===== src/gcid_pkg.sv =====
package gcid_pkg;

    localparam int COORD_BITS   = 10;
    localparam int MORTON_W     = 3 * COORD_BITS;
    localparam int COUNT_W      = 11;
    localparam int ID_W         = 30;
    localparam int CYZ_W        = 2 * COUNT_W;
    localparam int TOTAL_W      = 33;
    localparam int LIN_W        = 32;
    localparam int LIN_B_W      = CYZ_W;
    localparam int MULT_W       = 10;
    localparam int PROD_W       = LIN_W + MULT_W;
    localparam int DIV_STEPS    = PROD_W;
    localparam int S_TDATA_W    = ((3 * COORD_BITS + 7) / 8) * 8;
    localparam int M_TDATA_W    = ((ID_W + 7) / 8) * 8;
    localparam int CFG_IDX_W    = 3;
    localparam int CFG_DATA_W   = COUNT_W;

    localparam logic [MULT_W-1:0] SHUFFLE_MULT = MULT_W'(833);

    typedef enum logic [CFG_IDX_W-1:0] {
        CFG_COUNT_X   = 3'd0,
        CFG_COUNT_Y   = 3'd1,
        CFG_COUNT_Z   = 3'd2,
        CFG_MORTON    = 3'd3,
        CFG_SHUFFLE   = 3'd4
    } cfg_index_t;

    // one word in the remainder pipeline
    typedef struct packed {
        logic              valid;
        logic              shuf;
        logic [PROD_W-1:0] rem;
    } rem_stage_t;

    // bit b of each coordinate lands at bit 3b (i), 3b+1 (j), 3b+2 (k)
    function automatic logic [MORTON_W-1:0] morton3(
        input logic [COORD_BITS-1:0] ci,
        input logic [COORD_BITS-1:0] cj,
        input logic [COORD_BITS-1:0] ck
    );
        logic [MORTON_W-1:0] r;
        r = '0;
        for (int b = 0; b < COORD_BITS; b++) begin
            r[3*b]     = ci[b];
            r[3*b + 1] = cj[b];
            r[3*b + 2] = ck[b];
        end
        return r;
    endfunction

endpackage


===== src/gcid_rem_pipe.sv =====
module gcid_rem_pipe (
    input  logic                aclk,
    input  logic                aresetn,
    input  logic                en,
    input  logic [gcid_pkg::TOTAL_W-1:0] total,
    input  gcid_pkg::rem_stage_t in_stage,
    output gcid_pkg::rem_stage_t out_stage
);
    import gcid_pkg::*;

    // restoring remainder, one quotient bit per stage, MSB first
    rem_stage_t stage_reg [DIV_STEPS];

    for (genvar g = 0; g < DIV_STEPS; g++) begin : g_step
        localparam int SHIFT = PROD_W - 1 - g;
        rem_stage_t cur;
        rem_stage_t nxt;
        logic [PROD_W-1:0] hi;
        logic              take;

        if (g == 0) begin : g_first
            assign cur = in_stage;
        end else begin : g_rest
            assign cur = stage_reg[g-1];
        end

        always_comb begin
            hi       = cur.rem >> SHIFT;
            take     = cur.shuf && (hi >= PROD_W'(total));
            nxt      = cur;
            if (take) begin
                nxt.rem = cur.rem - (PROD_W'(total) << SHIFT);
            end
        end

        always_ff @(posedge aclk) begin
            if (!aresetn) begin
                stage_reg[g].valid <= 1'b0;
            end else if (en) begin
                stage_reg[g] <= nxt;
            end
        end
    end

    assign out_stage = stage_reg[DIV_STEPS-1];

endmodule


===== config.mk =====
export PLATFORM = sky130hd
export DESIGN_NAME = gcid_rem_pipe
export DESIGN_NICKNAME = d
export VERILOG_FILES = /design/src/gcid_pkg.sv /design/src/gcid_rem_pipe.sv
export SDC_FILE = /design/constraint.sdc
export NUM_CORES = 2
export LEC_CHECK = 0
export BUFFER_PORTS_ARGS = -buffer_cell sky130_fd_sc_hd__buf_2
export CAP_MARGIN = 20
export CORE_ASPECT_RATIO = 1.2
export CORE_MARGIN = 2
export CORE_UTILIZATION = 25
export CTS_CLUSTER_DIAMETER = 30
export DETAILED_ROUTE_END_ITERATION = 16
export PLACE_DENSITY = 0.48
export SLEW_MARGIN = 25
export SYNTH_ARGS = -nofsm -noshare
export SYNTH_HDL_FRONTEND = slang
export SYNTH_SLANG_ARGS = --single-unit

===== constraint.sdc =====
create_clock -name aclk -period 136.7 [get_ports aclk]
set_input_delay 27.34 -clock aclk [delete_from_list [all_inputs] [get_ports aclk]]
set_output_delay 27.34 -clock aclk [all_outputs]
set_load 0.03 [all_outputs]

## Word level (Yosys, flattened, before mapping)

Memories as Yosys holds them, arrays and structs flattened.
Index checks and enable logic that the tools add are counted.

| cells by class | value |
|---|---|
| add/subtract/negate cells | 42 |
| $lt $le $gt $ge | 42 |
| multiplexer cells | 88 |
| bitwise operators | 42 |
| reduce and logical (&&, ||, !) cells | 42 |

Operators with widths:

| kind | count |
|---|---|
| two-way mux 42 bit | 42 |
| subtractor 42 bit | 33 |
| two-way mux 1 bit | 46 |
| greater-or-equal comparator 42 x 33 -> 1 bit | 1 |
| logical AND 1 bit | 42 |
| OR 1 bit | 42 |
| subtractor 42 x 33 -> 42 bit | 1 |
| subtractor 42 x 34 -> 42 bit | 1 |
| subtractor 42 x 35 -> 42 bit | 1 |
| subtractor 42 x 36 -> 42 bit | 1 |
| subtractor 42 x 37 -> 42 bit | 1 |
| subtractor 42 x 38 -> 42 bit | 1 |
| subtractor 42 x 39 -> 42 bit | 1 |
| subtractor 42 x 40 -> 42 bit | 1 |
| subtractor 42 x 41 -> 42 bit | 1 |
| greater-or-equal comparator 41 x 33 -> 1 bit | 1 |
| greater-or-equal comparator 40 x 33 -> 1 bit | 1 |
| greater-or-equal comparator 39 x 33 -> 1 bit | 1 |
| greater-or-equal comparator 38 x 33 -> 1 bit | 1 |
| greater-or-equal comparator 37 x 33 -> 1 bit | 1 |
| greater-or-equal comparator 36 x 33 -> 1 bit | 1 |
| greater-or-equal comparator 35 x 33 -> 1 bit | 1 |
| greater-or-equal comparator 34 x 33 -> 1 bit | 1 |
| greater-or-equal comparator 1 x 33 -> 1 bit | 1 |
| other kinds (32) | 32 |

| word-level totals | value |
|---|---|
| register bits after elaboration | 0 |
| bits in writable memories | 1848 |
| input port bits | 80 |
| output and inout bits | 44 |
| logic and storage cells | 257 |
| memories kept | 1 |

Memory list:

| name | depth | width | read ports | clocked after Yosys merged registers in | write ports | RTL line | text |
|---|---|---|---|---|---|---|---|
| stage_reg | 42 | 44 | 42 | 0 | 42 | gcid_rem_pipe.sv:12 | `rem_stage_t stage_reg [DIV_STEPS];` |

## Depth between registers and ports, before layout

| logic depth | value |
|---|---|
| depth in word-level cells | 4 |
| gate-level depth with buffers | 17 |
| gate-level depth less buffers | 15 |

## Least setup slack after synthesis

OpenSTA, ideal clock, no wires.

| timing | value |
|---|---|
| path type | input -> register |
| start point | input port aresetn |
| end point | memory stage_reg[0][0] (netlist name), enable pin |
| library setup time | 2.432 ns |
| arrival time | 68.218 ns |
| required time | 134.268 ns |
| path slack | 66.050 ns |
| stages on the path | 2 |
| buffers on the path | 1 |
| path through | clkbuf_1 > and2_1 |

RTL lines:

| what | RTL line | text |
|---|---|---|
| start, declared | gcid_rem_pipe.sv:3 | `input logic aresetn,` |
| end, declared | gcid_rem_pipe.sv:12 |  |

==> summary.txt <==
STA
------------------------------------------------------------------------------------
Unrepaired setup endpoints after global routing .......................        false
Final worst path period share .........................................        23.3%
Number of failing setup endpoints in the final timing report ..........            0
Relative slew margins .................................................        30.0%
Sum of negative setup slack ...........................................         0 ns
Clock skew ............................................................    0.0637 ns
Clock period minus final worst setup slack ............................     31.81 ns
Number of slew-limit violations in the final report ...................            0
Timing-limited maximum frequency ......................................     31.4 MHz
Number of hold-slack violations in the final timing report ............            0
Transition time of the tightest slew-check pin ........................      1.05 ns

ROUTE
------------------------------------------------------------------------------------
Per-cell via count in the routed design ...............................         4.74
Number of DRC violations after detailed-routing iteration 0 ...........         5019
Remaining design rule violation count .................................            0
Detailed Route WL .....................................................    293000 um
Total number of vias ..................................................        74400
Wire per inst .........................................................      18.7 um
DR pass1 iterations ...................................................            8
Antenna-violating nets left ...........................................            0

SYNTHESIS
------------------------------------------------------------------------------------
Synth Cell Area .......................................................   107000 um2
Leading register cell type out of synthesis ........................... sky130_fd_sc_hd__edfxtp_1
Distinct cells, synth .................................................           94
Number of flops mapped to enable cells by yosys .......................         1847
Mean area per synthesized cell ........................................     11.6 um2
Synthesized instance count ............................................         9147
Share of flip-flops with an asynchronous set or reset after synthesis .           0%
Post-synth top area cell .............................................. sky130_fd_sc_hd__edfxtp_1
Sequential share of the synthesized area ..............................        52.1%
Leading cell types by total area after synthesis ...................... sky130_fd_sc_hd__edfxtp_1, sky130_fd_sc_hd__ha_1, sky130_fd_sc_hd__mux2_2, sky130_fd_sc_hd__o21ai_0, sky130_fd_sc_hd__xnor2_1
Portion of synthesized cell area occupied by the leading cell type ....        52.1%
Number of synthesized register bits ...................................         1848
Number of warnings issued by yosys ....................................            0
Synthesized net count .................................................        10100

FINISH
------------------------------------------------------------------------------------
Net count of the finished layout ......................................        10600
Synth-to-layout area growth ...........................................        22.1%
Post-layout utilization of the core ...................................        30.7%
Commonest non-fill, non-tap cell in the layout ........................ sky130_fd_sc_hd__edfxtp_1
Most frequent cells in the layout ..................................... sky130_fd_sc_hd__edfxtp_1, sky130_fd_sc_hd__ha_1, sky130_fd_sc_hd__nand2_1
Share of post-route cells with drive strength above 1 .................        14.4%
Largest register FFs ..................................................         1848

CLOCKING
------------------------------------------------------------------------------------
Post-CTS setup buffers ................................................            0
Resized cells post-CTS ................................................            0
Total clock sinks .....................................................         1848
Number of clock buffers inserted by TritonCTS .........................          453
Clock Path Buffers ....................................................            4
Clk slew on worst S/H paths ...........................................      0.05 ns
CTS tree ..............................................................        built
CTS hold repair buffers ...............................................            0
Clock latency on the worst-skew pair ..................................      0.96 ns
CTS HTree Levels ......................................................            5
Master cell of the clock root buffer .................................. sky130_fd_sc_hd__clkbuf_16

POWER AND IR DROP
------------------------------------------------------------------------------------
Reported leakage power ................................................      49.7 nW
Power per standard cell area ..........................................  15.3 nW/um2
Relative contribution of combinational cells to total power ...........        12.2%
Reg power frac ........................................................        33.8%
Net switching power ...................................................       504 uW
Clock share of power ..................................................        54.0%
Maximum VDD drop ......................................................  0.0000140 V
Proportion of total power due to net switching ........................        25.4%
Cell internal pwr .....................................................      1.48 mW

GLOBAL ROUTE
------------------------------------------------------------------------------------
Initial antenna violation count .......................................           36
Maximum number of pins on one net before global-route repair ..........          187
Wire length of the first global-routing pass ..........................    446000 um
GRT Residual Overflow .................................................            0
Via count of the first global-routing pass ............................        75800
Total GRT Usage .......................................................        13.2%

SETUP PATH
------------------------------------------------------------------------------------
Req. time, crit path ..................................................    137.34 ns
Critical path startpoint category .....................................   input port
Data arrival at the endpoint of the critical path .....................     32.45 ns
Critical path fanouts, max ............................................           33
R2R cell count ........................................................           12
Critical R2R Capture .................................................. stage_reg[2][74]
Launch instance of the worst register-to-register path ................ stage_reg[2][12]
Worst setup EP type ...................................................         flop
Slack of the worst reg-to-reg path ....................................    132.11 ns
Worst setup path category .............................................       in2reg

STATUS
------------------------------------------------------------------------------------
Status ................................................................ finished clean

FLOW RUN
------------------------------------------------------------------------------------
Number of maximum-capacitance violations ..............................            0

MIN PATH
------------------------------------------------------------------------------------
Source of the worst hold timing path .................................. stage_reg[0][574]
Worst Hold Depth ......................................................            0
Path type of the worst min-delay path .................................      reg2reg
WHS Endpoint .......................................................... stage_reg[0][618]

PLACE
------------------------------------------------------------------------------------
Final GP Congestion ...................................................        0.875
Number of port buffers ................................................          123
Detail Placement HPWL .................................................    205000 um

FLOORPLAN
------------------------------------------------------------------------------------
Number of rows in the core area .......................................          262
Die width .............................................................       600 um
Die Footprint .........................................................   431000 um2
Die outline height ....................................................       719 um
Initial Util ..........................................................        25.1%
Standard cell core area ...............................................   424000 um2
# IOs .................................................................          124

[power groups by stage]
stage               Sequential, mW  Combinational, mW  Clock, mW
floorplan                    0.721              0.177          0
CTS                          0.673              0.242       1.10
detailed placement           0.682              0.240          0
finish                       0.672              0.242       1.07
global route                 0.674              0.270       1.13
global placement             0.683              0.236          0
[critical path, stage by stage]
cell,delay (ns)
sky130_fd_sc_hd__buf_4,0.45
sky130_fd_sc_hd__inv_2,0.36
sky130_fd_sc_hd__buf_4,0.39
sky130_fd_sc_hd__ha_1,0.37
sky130_fd_sc_hd__nor2b_1,0.15
sky130_fd_sc_hd__o21a_1,0.13
sky130_fd_sc_hd__o21ai_0,0.16
sky130_fd_sc_hd__a211oi_1,0.40
sky130_fd_sc_hd__nor2_1,0.15
sky130_fd_sc_hd__o221ai_1,0.45
sky130_fd_sc_hd__a221oi_1,0.15
sky130_fd_sc_hd__buf_4,0.19
sky130_fd_sc_hd__a311oi_4,0.48
sky130_fd_sc_hd__buf_4,0.48
sky130_fd_sc_hd__o21ai_0,0.19
sky130_fd_sc_hd__a2111oi_2,0.40
sky130_fd_sc_hd__xor2_1,0.12
[how the worst max path moves through the flow]
stage	slack (ns)	from	to
2_1_floorplan	66.05	aresetn	stage_reg[0][0]
3_3_place_gp	103.86	total[1]	stage_reg[2][217]
3_5_place_dp	103.97	total[1]	stage_reg[2][129]
4_1_cts	104.95	total[1]	stage_reg[2][129]
5_1_grt	104.54	total[1]	stage_reg[2][129]
6_report	104.89	total[1]	stage_reg[2][129]
[per-layer routing]
layer	routed length [um]	vias to the layer above	track usage [%]
met5	93	-	0
met4	12100	16	5.40
met3	13700	616	2.20
met2	144000	1830	23.0
met1	123000	36000	16.0
li1	-	35900	-
[cell families after synthesis]
logic type,synth area share (%)
AOI/OAI and AO/OA,14.6
and+or+nand+nor,9.94
DFF,52.1
adders and majority gates,10.8
xor gates and xnor gates,6.01
buffers and inverters,1.85
muxes,4.68
[metrics by stage]
stage                     hold slack, ns  total power, mW  worst slack (ns)  cells  cell area, um2
final                              0.376             1.99            104.89  15700          130000
after global routing               0.367             2.07            104.54  15700          130000
after CTS                          0.375             2.02            104.95  15700          130000
after detailed placement           0.405            0.923            103.97  14800          114000
after global placement             0.400            0.919            103.86  14800          114000
after floorplan                    0.400            0.898             66.05   9147          107000
[layout make-up]
type                    instances  area [um2]
diodes                          6        15.0
clock buffers                 504       11600
clock inverters               341        3900
fillers                     42900      294000
inverters                     308        1160
multi-input cells            6790       49300
flip-flops and latches       1848       55500
well taps                    5676        7100
repair buffers                229        1540
[synthesized netlist by cell type (12+ instances only)]
cell type                   count
sky130_fd_sc_hd__a211oi_1      44
sky130_fd_sc_hd__nand3_1      158
sky130_fd_sc_hd__a31oi_1       74
sky130_fd_sc_hd__and4_1        20
sky130_fd_sc_hd__or3_1         26
sky130_fd_sc_hd__nor2b_1      153
sky130_fd_sc_hd__inv_1        308
sky130_fd_sc_hd__a31o_2        20
sky130_fd_sc_hd__fa_1          40
sky130_fd_sc_hd__nand4_1      130
sky130_fd_sc_hd__o21a_1        95
sky130_fd_sc_hd__o21bai_1      85
sky130_fd_sc_hd__clkbuf_1     156
sky130_fd_sc_hd__xor2_1       304
sky130_fd_sc_hd__nor4_1        41
sky130_fd_sc_hd__a221oi_1      16
sky130_fd_sc_hd__buf_2         32
sky130_fd_sc_hd__o21ai_0      764
sky130_fd_sc_hd__nor2_1       403
sky130_fd_sc_hd__mux2i_1       57
sky130_fd_sc_hd__mux2_2       382
sky130_fd_sc_hd__a211o_1       23
sky130_fd_sc_hd__edfxtp_1    1847
sky130_fd_sc_hd__nand2b_1     129
sky130_fd_sc_hd__and2_1        37
sky130_fd_sc_hd__o31a_1        14
sky130_fd_sc_hd__and3_1       100
sky130_fd_sc_hd__o211ai_1      27
sky130_fd_sc_hd__a21boi_0      55
sky130_fd_sc_hd__a41oi_1       19
sky130_fd_sc_hd__a21o_1       386
sky130_fd_sc_hd__a2111oi_0     12
sky130_fd_sc_hd__nor3_1       128
sky130_fd_sc_hd__o31ai_1       56
sky130_fd_sc_hd__o41ai_1       14
sky130_fd_sc_hd__nand2_1      805
sky130_fd_sc_hd__or4_1         13
sky130_fd_sc_hd__o22ai_1       13
sky130_fd_sc_hd__ha_1         858
sky130_fd_sc_hd__or2_2         26
sky130_fd_sc_hd__a21oi_1      649
sky130_fd_sc_hd__o2111ai_1     18
sky130_fd_sc_hd__xnor2_1      427
(Power assumes the default switching activity.)
